$ cat src/hdl/ritp_pkg.sv
`default_nettype none

package ritp_pkg;

  // Character codes the parser reacts to.
  localparam logic [7:0] CH_NUL     = 8'h00;
  localparam logic [7:0] CH_TAB     = 8'h09;
  localparam logic [7:0] CH_LF      = 8'h0A;
  localparam logic [7:0] CH_VT      = 8'h0B;
  localparam logic [7:0] CH_FF      = 8'h0C;
  localparam logic [7:0] CH_CR      = 8'h0D;
  localparam logic [7:0] CH_SPACE   = 8'h20;
  localparam logic [7:0] CH_PLUS    = 8'h2B;
  localparam logic [7:0] CH_MINUS   = 8'h2D;
  localparam logic [7:0] CH_DIGIT_0 = 8'h30;
  localparam logic [7:0] CH_DIGIT_9 = 8'h39;
  localparam logic [7:0] CH_UPPER_A = 8'h41;
  localparam logic [7:0] CH_UPPER_X = 8'h58;
  localparam logic [7:0] CH_UPPER_Z = 8'h5A;
  localparam logic [7:0] CH_LOWER_A = 8'h61;
  localparam logic [7:0] CH_LOWER_X = 8'h78;
  localparam logic [7:0] CH_LOWER_Z = 8'h7A;

  // Digit value returned for characters that are not digits or letters.
  localparam logic [7:0] NOT_A_DIGIT = 8'hFF;

  // Bases the prefix logic selects.
  localparam logic [5:0] BASE_AUTO = 6'd0;
  localparam logic [5:0] BASE_OCT  = 6'd8;
  localparam logic [5:0] BASE_DEC  = 6'd10;
  localparam logic [5:0] BASE_HEX  = 6'd16;

  // Configuration register indexes.
  localparam logic REG_RADIX = 1'b0;
  localparam logic REG_CLAMP = 1'b1;

  localparam int CONSUMED_WIDTH = 16;

  // One input character with its start-of-string flag.
  typedef struct packed {
    logic       first;
    logic [7:0] ch;
  } item_t;

  // One parse result.
  typedef struct packed {
    logic [CONSUMED_WIDTH-1:0] consumed;
    logic signed [63:0]        value;
  } result_t;

  // Value of a digit or letter, NOT_A_DIGIT for anything else.
  function automatic logic [7:0] digit_of(input logic [7:0] c);
    logic [7:0] d;
    d = NOT_A_DIGIT;
    if (c >= CH_DIGIT_0 && c <= CH_DIGIT_9) begin
      d = c - CH_DIGIT_0;
    end else if (c >= CH_LOWER_A && c <= CH_LOWER_Z) begin
      d = c - CH_LOWER_A + 8'd10;
    end else if (c >= CH_UPPER_A && c <= CH_UPPER_Z) begin
      d = c - CH_UPPER_A + 8'd10;
    end
    return d;
  endfunction

  function automatic logic is_blank(input logic [7:0] c);
    return c == CH_SPACE || c == CH_TAB || c == CH_LF || c == CH_CR ||
           c == CH_FF || c == CH_VT;
  endfunction

endpackage

`default_nettype wire

$ cat src/hdl/radix_integer_text_parser_unit.sv
// Path: an accepted character is held in the input register and stepped by the parser
// from there; a result it causes is registered on the master side as it is stepped.
// Throughput: one character per cycle, set by the single 64-bit multiply-add of the
// accumulator. A character that ends a string waits in the input register while an
// earlier result is still held unread, which stalls the slave side.
// Reset (synchronous, active high): parser idle, radix 10, clamping off, no result.
`default_nettype none

module radix_integer_text_parser_unit #(
  parameter int COUNT_WIDTH = 16
) (
  input  wire logic        clk,
  input  wire logic        rst,
  // Slave side
  input  wire logic        s_tvalid,
  output logic             s_tready,
  input  wire logic [7:0]  s_tdata,   // [7:0] ch
  input  wire logic        s_tuser,   // [0] first
  // Master side
  output logic             m_tvalid,
  input  wire logic        m_tready,
  output logic [79:0]      m_tdata,   // [63:0] value, [79:64] consumed
  // Configuration write port
  input  wire logic        cfg_we,
  input  wire logic        cfg_index,
  input  wire logic [5:0]  cfg_wdata
);

  logic [5:0]        radix;
  logic              clamp_negative;
  ritp_pkg::item_t   s_item;
  ritp_pkg::item_t   item;
  logic              item_valid;
  logic              item_take;
  logic              res_valid;
  logic              out_room;
  ritp_pkg::result_t res;
  ritp_pkg::result_t m_res;

  // Configuration registers.
  always_ff @(posedge clk) begin
    if (rst) begin
      radix          <= ritp_pkg::BASE_DEC;
      clamp_negative <= 1'b0;
    end else if (cfg_we) begin
      case (cfg_index)
        ritp_pkg::REG_RADIX: radix          <= cfg_wdata;
        ritp_pkg::REG_CLAMP: clamp_negative <= cfg_wdata[0];
        default: ;
      endcase
    end
  end

  assign s_item.ch    = s_tdata;
  assign s_item.first = s_tuser;

  ritp_in_stage u_in (
    .clk        (clk),
    .rst        (rst),
    .s_tvalid   (s_tvalid),
    .s_tready   (s_tready),
    .s_item     (s_item),
    .item_take  (item_take),
    .item_valid (item_valid),
    .item       (item)
  );

  ritp_core #(
    .COUNT_WIDTH (COUNT_WIDTH)
  ) u_core (
    .clk            (clk),
    .rst            (rst),
    .radix          (radix),
    .clamp_negative (clamp_negative),
    .item_valid     (item_valid),
    .item           (item),
    .out_room       (out_room),
    .item_take      (item_take),
    .res_valid      (res_valid),
    .res            (res)
  );

  ritp_out_stage u_out (
    .clk       (clk),
    .rst       (rst),
    .res_valid (res_valid),
    .res       (res),
    .out_room  (out_room),
    .m_tvalid  (m_tvalid),
    .m_tready  (m_tready),
    .m_res     (m_res)
  );

  assign m_tdata = {m_res.consumed, m_res.value};

  // A new result never lands on a result that is still waiting.
  a_no_overwrite: assert property (@(posedge clk) disable iff (rst)
    res_valid |-> out_room)
    else $error("result produced while output register is full");

  // Results come only from a character the core actually takes.
  a_res_from_item: assert property (@(posedge clk) disable iff (rst)
    res_valid |-> (item_take && item_valid))
    else $error("result without a taken character");

  // The slave side only stalls while a character is held.
  a_stall_held: assert property (@(posedge clk) disable iff (rst)
    !s_tready |-> item_valid)
    else $error("slave side stalled with empty input register");

  // Unsigned mode never presents a negative value.
  a_clamp: assert property (@(posedge clk) disable iff (rst)
    (res_valid && clamp_negative) |-> !res.value[63])
    else $error("negative value in unsigned mode");

endmodule

`default_nettype wire

$ cat src/hdl/ritp_in_stage.sv
`default_nettype none

module ritp_in_stage (
  input  wire logic           clk,
  input  wire logic           rst,
  input  wire logic           s_tvalid,
  output logic                s_tready,
  input  wire ritp_pkg::item_t s_item,
  input  wire logic           item_take,
  output logic                item_valid,
  output ritp_pkg::item_t     item
);

  // The holding register frees up in the same cycle the core takes its item.
  assign s_tready = !item_valid || item_take;

  // Valid flag of the input register.
  always_ff @(posedge clk) begin
    if (rst) begin
      item_valid <= 1'b0;
    end else if (s_tready) begin
      item_valid <= s_tvalid;
    end
  end

  // Payload loads on every accepted transaction.
  always_ff @(posedge clk) begin
    if (s_tvalid && s_tready) begin
      item <= s_item;
    end
  end

endmodule

`default_nettype wire

$ cat src/hdl/ritp_core.sv
`default_nettype none

module ritp_core #(
  parameter int COUNT_WIDTH = 16
) (
  input  wire logic             clk,
  input  wire logic             rst,
  input  wire logic [5:0]       radix,
  input  wire logic             clamp_negative,
  input  wire logic             item_valid,
  input  wire ritp_pkg::item_t  item,
  input  wire logic             out_room,
  output logic                  item_take,
  output logic                  res_valid,
  output ritp_pkg::result_t     res
);

  localparam int EXT_WIDTH = (COUNT_WIDTH > ritp_pkg::CONSUMED_WIDTH) ?
                             COUNT_WIDTH : ritp_pkg::CONSUMED_WIDTH;

  typedef enum logic [2:0] {
    PH_IDLE,
    PH_SPACE,
    PH_PREFIX,
    PH_ZERO,
    PH_AFTER_X,
    PH_DIGITS,
    PH_DONE
  } phase_t;

  phase_t                   phase, phase_next;
  logic [63:0]              acc, acc_next;
  logic                     neg, neg_next;
  logic [5:0]               base, base_next;
  logic [COUNT_WIDTH-1:0]   cnt, cnt_next;
  logic                     stop;
  logic                     emit;
  logic [63:0]              emit_val;
  logic [COUNT_WIDTH-1:0]   emit_cnt;
  logic [7:0]               dig;
  logic [EXT_WIDTH-1:0]     cnt_ext;

  function automatic logic [COUNT_WIDTH-1:0] sat_inc(input logic [COUNT_WIDTH-1:0] c);
    return (&c) ? c : c + COUNT_WIDTH'(1);
  endfunction

  assign dig = ritp_pkg::digit_of(item.ch);

  // One character step: the phases fall through as the prefix resolves.
  always_comb begin
    phase_next = phase;
    acc_next   = acc;
    neg_next   = neg;
    base_next  = base;
    cnt_next   = cnt;
    stop       = 1'b0;
    emit       = 1'b0;
    emit_val   = '0;
    emit_cnt   = '0;

    if (item.first) begin
      phase_next = PH_SPACE;
      acc_next   = '0;
      neg_next   = 1'b0;
      base_next  = radix;
      cnt_next   = '0;
    end else if (phase == PH_IDLE || phase == PH_DONE) begin
      stop = 1'b1;
    end

    // Leading whitespace and the optional sign.
    if (!stop && phase_next == PH_SPACE) begin
      if (ritp_pkg::is_blank(item.ch)) begin
        cnt_next = sat_inc(cnt_next);
        stop     = 1'b1;
      end else begin
        phase_next = PH_PREFIX;
        if (item.ch == ritp_pkg::CH_PLUS || item.ch == ritp_pkg::CH_MINUS) begin
          neg_next = (item.ch == ritp_pkg::CH_MINUS);
          cnt_next = sat_inc(cnt_next);
          stop     = 1'b1;
        end
      end
    end

    // First character after the sign: a leading zero, the first digit or the end of the string.
    if (!stop && phase_next == PH_PREFIX) begin
      if ((base_next == ritp_pkg::BASE_AUTO || base_next == ritp_pkg::BASE_HEX) &&
          item.ch == ritp_pkg::CH_DIGIT_0) begin
        cnt_next   = sat_inc(cnt_next);
        phase_next = PH_ZERO;
      end else begin
        if (base_next == ritp_pkg::BASE_AUTO) begin
          base_next = ritp_pkg::BASE_DEC;
        end
        if (dig < {2'b00, base_next}) begin
          acc_next   = {56'd0, dig};
          cnt_next   = sat_inc(cnt_next);
          phase_next = PH_DIGITS;
        end else begin
          emit       = 1'b1;
          phase_next = PH_DONE;
        end
      end
      stop = 1'b1;
    end

    // After a leading zero: an x turns the base to hex, else the auto base becomes octal.
    if (!stop && phase_next == PH_ZERO) begin
      if (item.ch == ritp_pkg::CH_LOWER_X || item.ch == ritp_pkg::CH_UPPER_X) begin
        cnt_next   = sat_inc(cnt_next);
        base_next  = ritp_pkg::BASE_HEX;
        phase_next = PH_AFTER_X;
        stop       = 1'b1;
      end else begin
        if (base_next == ritp_pkg::BASE_AUTO) begin
          base_next = ritp_pkg::BASE_OCT;
        end
        phase_next = PH_DIGITS;
      end
    end

    // After 0x a hex digit must follow, else only the zero counts.
    if (!stop && phase_next == PH_AFTER_X) begin
      if (dig < 8'd16) begin
        acc_next   = {56'd0, dig};
        cnt_next   = sat_inc(cnt_next);
        phase_next = PH_DIGITS;
      end else begin
        emit       = 1'b1;
        emit_cnt   = cnt_next - COUNT_WIDTH'(1);
        phase_next = PH_DONE;
      end
      stop = 1'b1;
    end

    // Digit run: one multiply-add per character, wrapping at 64 bits.
    if (!stop) begin
      if (dig < {2'b00, base_next}) begin
        acc_next = 64'(acc_next * {58'd0, base_next}) + {56'd0, dig};
        cnt_next = sat_inc(cnt_next);
      end else begin
        emit       = 1'b1;
        emit_val   = neg_next ? (64'd0 - acc_next) : acc_next;
        emit_cnt   = cnt_next;
        phase_next = PH_DONE;
      end
    end
  end

  // A step that produces no result never waits on the output side.
  assign item_take = item_valid && (!emit || out_room);
  assign res_valid = item_take && emit;

  // Result fields: clamp in unsigned mode, saturate the count.
  assign cnt_ext   = EXT_WIDTH'(emit_cnt);
  assign res.value = (clamp_negative && emit_val[63]) ? 64'sd0 : $signed(emit_val);
  assign res.consumed =
    (cnt_ext > EXT_WIDTH'({ritp_pkg::CONSUMED_WIDTH{1'b1}})) ?
    {ritp_pkg::CONSUMED_WIDTH{1'b1}} : cnt_ext[ritp_pkg::CONSUMED_WIDTH-1:0];

  // Parser state.
  always_ff @(posedge clk) begin
    if (rst) begin
      phase <= PH_IDLE;
      acc   <= '0;
      neg   <= 1'b0;
      base  <= ritp_pkg::BASE_DEC;
      cnt   <= '0;
    end else if (item_take) begin
      phase <= phase_next;
      acc   <= acc_next;
      neg   <= neg_next;
      base  <= base_next;
      cnt   <= cnt_next;
    end
  end

endmodule

`default_nettype wire

$ cat src/hdl/ritp_out_stage.sv
`default_nettype none

module ritp_out_stage (
  input  wire logic              clk,
  input  wire logic              rst,
  input  wire logic              res_valid,
  input  wire ritp_pkg::result_t res,
  output logic                   out_room,
  output logic                   m_tvalid,
  input  wire logic              m_tready,
  output ritp_pkg::result_t      m_res
);

  // The register can take a new result when empty or being emptied.
  assign out_room = !m_tvalid || m_tready;

  always_ff @(posedge clk) begin
    if (rst) begin
      m_tvalid <= 1'b0;
    end else if (out_room) begin
      m_tvalid <= res_valid;
    end
  end

  always_ff @(posedge clk) begin
    if (res_valid && out_room) begin
      m_res <= res;
    end
  end

endmodule

`default_nettype wire

$ cat config.mk
export PLATFORM = sky130hd
export DESIGN_NAME = radix_integer_text_parser_unit
export DESIGN_NICKNAME = d
export VERILOG_FILES = /design/src/hdl/ritp_pkg.sv /design/src/hdl/radix_integer_text_parser_unit.sv /design/src/hdl/ritp_in_stage.sv /design/src/hdl/ritp_core.sv /design/src/hdl/ritp_out_stage.sv
export SDC_FILE = /design/constraint.sdc
export NUM_CORES = 2
export LEC_CHECK = 0
export ABC_AREA = 1
export CAP_MARGIN = 0
export CORE_MARGIN = 3
export CORE_UTILIZATION = 50
export CTS_BUF_LIST = sky130_fd_sc_hd__clkbuf_2 sky130_fd_sc_hd__clkbuf_4 sky130_fd_sc_hd__clkbuf_8
export CTS_CLUSTER_SIZE = 24
export DETAILED_ROUTE_END_ITERATION = 12
export DONT_BUFFER_PORTS = 1
export SLEW_MARGIN = 5
export SYNTH_ARGS = -nofsm -noshare
export SYNTH_HDL_FRONTEND = slang
export SYNTH_HIERARCHICAL = 1
export SYNTH_SLANG_ARGS = --single-unit
$ cat constraint.sdc
create_clock -name clk -period 12.1 [get_ports clk]
set_input_delay 0 -clock clk [delete_from_list [all_inputs] [get_ports clk]]
set_output_delay 0 -clock clk [all_outputs]
set_load 0.05 [all_outputs]
After elaboration in Yosys (flattened, before gate mapping)
Index checks and enable logic that the tools add are counted.
{"block": "word_totals", "ff_bits": 188, "out_inout_bits": 82, "in_bits": 21}
{"block": "classes", "add_sub_neg": 13, "mux": 77, "mul": 1, "n_bitwise": 1, "n_reduce_logical": 43, "eq_ne": 17, "magnitude_cmp": 10}
{"cell": "$mux 64", "count": 11}
{"cell": "$mux 16", "count": 22}
{"cell": "$add 16x1->16 const B", "count": 5}
{"cell": "$reduce_and 16->1", "count": 5}
{"cell": "$add 64x8->64", "count": 1}
{"cell": "$mul 64x6->64", "count": 1}
{"cell": "$sub 1x64->64 const A", "count": 1}
{"cell": "$mux 6", "count": 9}
{"cell": "$eq 8x4->1 const B", "count": 5}
{"cell": "$eq 8x6->1 const B", "count": 4}
{"cell": "$mux 3", "count": 9}
{"cell": "$mux 8", "count": 3}
{"cell": "$mux 1", "count": 21}
{"cell": "$add 8x4->8 const B", "count": 2}
{"cell": "$eq 8x7->1 const B", "count": 2}
{"cell": "$ge 8x7->1 const B", "count": 2}
{"cell": "$gt 16x16->1 const B", "count": 1}
{"cell": "$le 8x7->1 const B", "count": 2}
{"cell": "$lt 8x6->1", "count": 2}
{"cell": "$sub 16x1->16 const B", "count": 1}
{"cell": "$sub 8x7->8 const B", "count": 2}
{"cell": "$logic_and 1x1->1", "count": 13}
{"cell": "$logic_not 6->1", "count": 2}
{"cell": "$logic_or 1x1->1", "count": 12}
{"cell": "14 further kinds", "count": 24}

Longest topological paths before layout
{"block": "depth", "depth_word": 28, "ltp_mapped": 67}

Modules after synthesis
Netlist, hierarchy kept.
{"module": "ritp_core", "instances": 1, "area_each_um2": 22094.9, "cells_per_inst": 3337}
{"module": "ritp_out_stage", "instances": 1, "area_each_um2": 2449.8, "cells_per_inst": 86}
{"module": "ritp_in_stage", "instances": 1, "area_each_um2": 317.8, "cells_per_inst": 15}
{"module": "radix_integer_text_parser_unit", "instances": 1, "area_each_um2": 299.0, "cells_per_inst": 43}

Least setup slack after synthesis
OpenSTA, ideal clock, no wires.
{"block": "synth_path", "path_kind": "register -> register", "from": "reg, netlist name u_in/item[1]", "to": "reg u_core.acc[56]", "period_less_slack_ps": 10323, "path_stages_with_launch": 63, "path_buffers": 1, "path_slack_ps": 1777, "t_arrival_ps": 10228, "required_ps": 12005, "setup_ps": 95, "cell_sequence": "edfxtp_1 -> inv_1 -> ha_1 -> nand3_1 -> nand3_1 -> nand2_1 -> inv_1 -> nand2_1 -> inv_1 -> or2_2 -> nand2_1 -> nor3b_1 -> inv_1 -> ha_1 -> nand2_1 -> inv_1 -> nand2_1 -> nand2_1 -> [... 27 more ...] -> a21oi_1 -> o21ai_0 -> a21boi_0 -> o21bai_1 -> a21boi_0 -> o21ai_0 -> a21boi_0 -> o21bai_1 -> a21oi_1 -> o21ai_0 -> a21boi_0 -> o21ai_0 -> a21boi_0 -> o21ai_0 -> a21oi_1 -> xnor2_1 -> nand2_1 -> a221oi_1"}
{"block": "synth_between", "elab_chain_cells": 22, "word_cells_on_any_way": 87, "cone_classes": "add/sub (6); mul (1); order compare (9); eq/ne (14); mux (36); reduce/logical (21)"}
{"item": "parallel branches: the longest is 22 deep, another holds $sub 8x7->8"}
{"item": "end signal, assigned", "line_no": "ritp_core.sv:172", "rtl": "acc <= acc_next;"}
{"item": "end, declared", "line_no": "ritp_core.sv:32", "rtl": "logic [63:0] acc, acc_next;"}
Parallel ways; which one is timed is not known.
A chain may end at the register's enable or synchronous reset.

Worst setup path after layout
{"block": "layout_path", "from": "reg, netlist name u_in/item[1]", "to": "reg u_core.acc[63]"}
{"block": "layout_between", "elab_chain_cells": 22, "word_cells_on_any_way": 87, "cone_classes": "add/sub (6); mul (1); order compare (9); eq/ne (14); mux (36); reduce/logical (21)"}
{"item": "parallel branches: the longest is 22 deep, another holds $sub 8x7->8"}
Parallel ways; which one is timed is not known.

==> flow_summary_export.csv <==
group,metric,value,unit
status,status,"complete, no violations",
global_routing,track_usage,0.308,
synthesis,yosysWarnings,6,
synthesis,synthDistinctLibCells,58,
run,cap_violations,0,
drt,dr.pass1.iters,6,
floorplan,core.rowCount,81,
floorplan,initial_core_util,0.510,
power,vdd_drop_max,0.0901,mV
timing,setup_violations,0,
layout,drive_gt1_frac,0.0606,
power,powerDensity,83.0,nW/um2
place,portBuffers,0,
global_routing,grt-ovfl-total,0,
cts,root_buffer,"clkbuf_8",
worst_setup_path,crit_arrival,11.57,ns
min_path,hold_path_end,"u_in/item[7]",
layout,layout.nets,3850,
worst_setup_path,cp_slowest_cell,"fa_1",
worst_setup_path,cp_max_fo,9,
floorplan,die_height,230,um
timing,hold_ws,0.0622,ns
power,p_leak,13.1,nW
synthesis,synth-seq-area-share,0.185,
timing,grt_setup_unrepaired,"no",
drt,drc,0,
worst_setup_path,reg2regPathDepth,62,
drt,routedWlPerCell,19.7,um
min_path,hold_start,"s_tdata[7]",
cts,clock_latency,0.60,ns
floorplan,die_x,230,um
timing,relSlewSlack,0.189,
synthesis,ys_ff_latch,188,
place,gp_congestion,0.953,
cts,clockBufferDepth,2,
global_routing,grt_pass1_wl,129000,um
cts,cts_sinks,188,
cts,cts_tree,"built",
floorplan,ios,103,
synthesis,synth_cells,3481,
global_routing,grt_max_degree,93,
timing,drv_slew,0,
min_path,hp-class,"in2reg",
worst_setup_path,r2r-end,"u_core/acc[63]",
cts,post_cts_buffers,0,
worst_setup_path,slowest_delay,0.52,ns
timing,fmax,90.5,MHz
worst_setup_path,cp-end-kind,"register",
drt,final_antenna_net_count,0,
synthesis,synth_area,25200,um2
worst_setup_path,ff2ff_setup_slack,1.05,ns
worst_setup_path,r2r_start,"u_in/item[1]",
layout,fillerInstances,4897,
cts,cts_buffers,17,
min_path,hold_depth,1,
cts,h-tree-depth,4,
timing,fin_crit,11.05,ns
worst_setup_path,crit_path_start_kind,"register",
global_routing,grt_pass1_vias,23100,
synthesis,synth.net_count,3897,
global_routing,antenna_found_initial,1,
worst_setup_path,cp_common_cell,"nand2_1",
timing,final.setup_skew,0.0230,ns
place,dp_hpwl,60200,um
synthesis,syn_avg_cell_area,7.23,um2
layout,final_util,0.533,
drt,finalWirelength,80800,um
drt,drtIter0Drc,1871,
worst_setup_path,critPathRequiredTime,12.62,ns
drt,num_vias,23600,
timing,final_hold_viol_count,0,
drt,viasPerCell,5.75,
worst_setup_path,path_class,"reg2reg",
floorplan,core_area,49400,um2
timing,period_share,0.913,
layout,area_growth,4.50,%
timing,max_slew.worst_pin.slew,1.21,ns
floorplan,die_area,53100,um2
cts,path_clk_slew,0.11,ns
-- worst max-delay path: cells and delay by family, from the launching register on --
family | cells | cell delay (ns)
AOI/OAI and AO/OA | 16 | 3.29
xor gates and xnor gates | 1 | 0.16
adders and majority gates | 7 | 2.69
buffers and inverters | 10 | 1.04
DFF | 1 | 0.48
and+or+nand+nor | 28 | 3.31
-- flip-flops by register name, summed over array words and instances, names as in the netlist, 3 cells and up --
register	count
u_core/cnt	16
radix	6
u_core/acc	64
u_in/item	9
u_core/phase	3
u_out/m_res	80
u_core/base	6
-- where the power goes --
part | total, mW | switching (mW) | internal, mW
Clock | 0.435 | 0.278 | 0.157
Sequential | 0.888 | 0.148 | 0.741
Combinational | 0.859 | 0.590 | 0.268
Total | 2.18 | 1.02 | 1.17
-- metal layers --
metal | part of all wire | GRT usage | wire, um | vias to the layer above
met5 | 0 | 0 | 0 | -
met4 | 0.022 | 0.0873 | 1780 | 0
met3 | 0.068 | 0.0489 | 5490 | 118
met2 | 0.45 | 0.481 | 36200 | 938
met1 | 0.46 | 0.443 | 37400 | 11500
li1 | - | - | - | 11100
-- per-stage QoR --
stage	TNS [ns]	cells	worst slack (ns)	power (mW)	cell area [um2]
after global routing	0	4112	0.00107	2.32	26300
after CTS	0	4111	0.104	2.19	26300
final	0	4112	1.05	2.18	26300
after floorplan	0	3481	1.78	1.50	25200
after detailed placement	-0.0484	4051	-0.0484	1.73	25600
after global placement	0	4051	0.303	1.72	25600
-- cells in the mapped netlist, drive strengths merged --
| cell | n | area (um2) |
|---|---|---|
| nand2 | 667 | 2620 |
| nor2 | 643 | 2630 |
| inv | 459 | 1720 |
| fa | 242 | 4840 |
| nand3 | 228 | 1230 |
| o21ai | 178 | 910 |
| a21oi | 174 | 890 |
| ha | 153 | 1910 |
| xor2 | 103 | 902 |
| dfxtp | 99 | 1980 |
| clkbuf | 95 | 417 |
| edfxtp | 89 | 2670 |
| nand4 | 73 | 493 |
| a31oi | 57 | 357 |
| buf | 36 | 277 |
| nor3 | 36 | 206 |
| xnor2 | 35 | 307 |
| clkinv | 13 | 48.8 |
| a21boi | 12 | 90.1 |
| a211oi | 11 | 82.6 |
| o22ai | 11 | 68.8 |
| or2 | 10 | 62.6 |
| o211ai | 9 | 67.6 |
| o31ai | 8 | 60.1 |
| o21a | 7 | 52.6 |
| o21bai | 7 | 52.6 |
| nand3b | 6 | 45.0 |
| nor3b | 4 | 30.0 |
| nor4 | 4 | 25.0 |
| a221oi | 3 | 26.3 |
| and3 | 2 | 13.8 |
| o41ai | 2 | 17.5 |
| a21o | 1 | 7.51 |
| a41oi | 1 | 8.76 |
| and2 | 1 | 6.26 |
| dlygate4sd3 | 1 | 10.0 |
| mux2i | 1 | 10.0 |
-- worst max-delay path by stage --
stage / start / to / slack, ns
after floorplan: u_in/item[1] / u_core/acc[56] / 1.78
after global placement: u_in/item[1] / u_core/acc[56] / 0.30
after detailed placement: u_in/item[1] / u_core/acc[56] / -0.05
after CTS: u_in/item[0] / u_core/acc[56] / 0.10
after global routing: u_in/item[0] / u_core/acc[61] / 0.001
final: u_in/item[1] / u_core/acc[63] / 1.05
-- logic make-up (layout without fill, tap and decap cells) --
group,count (synthesis),count (layout),share of synthesized area
other cells,0,1,0
mux,1,1,0.000398
xor+xnor,138,138,0.0480
compound gates,481,481,0.107
flops,188,188,0.185
simple gates,1674,1674,0.293
fa+ha+maj,395,395,0.269
buf+inv,604,570,0.0984
-- repair_timing --
item,in CTS,in global routing
hold buffers,28,0
gates resized for setup,1,26
endpoints found under the setup margin,1,25
hold endpoints to repair,59,0
-- layout by cell type, fill, tap and decap left out, types with 22 or more instances in the layout --
master           n
nand4_1         70
nor3_1          32
nor2_4          22
xnor2_1         35
dfxtp_1         99
xor2_1         103
o21ai_0        155
ha_1           153
fa_1           242
a21oi_1        167
edfxtp_1        89
nand3_1        214
nor2_1         604
a31oi_1         57
nand2_1        638
buf_4           38
inv_1          440
dlygate4sd3_1   28
-- layout make-up --
cell class	count	area [um2]	share of cell area
Inverter	472	1770	0.0675
Antenna cell	1	2.50	0.0000952
Timing Repair Buffer	66	566	0.0215
Tap cell	664	831	0.0316
Multi-Input combinational cell	2689	18100	0.689
Clock buffer	21	270	0.0103
Clock inverter	11	86.3	0.00328
Sequential cell	188	4650	0.177
Power figures use the tool's default switching activity.
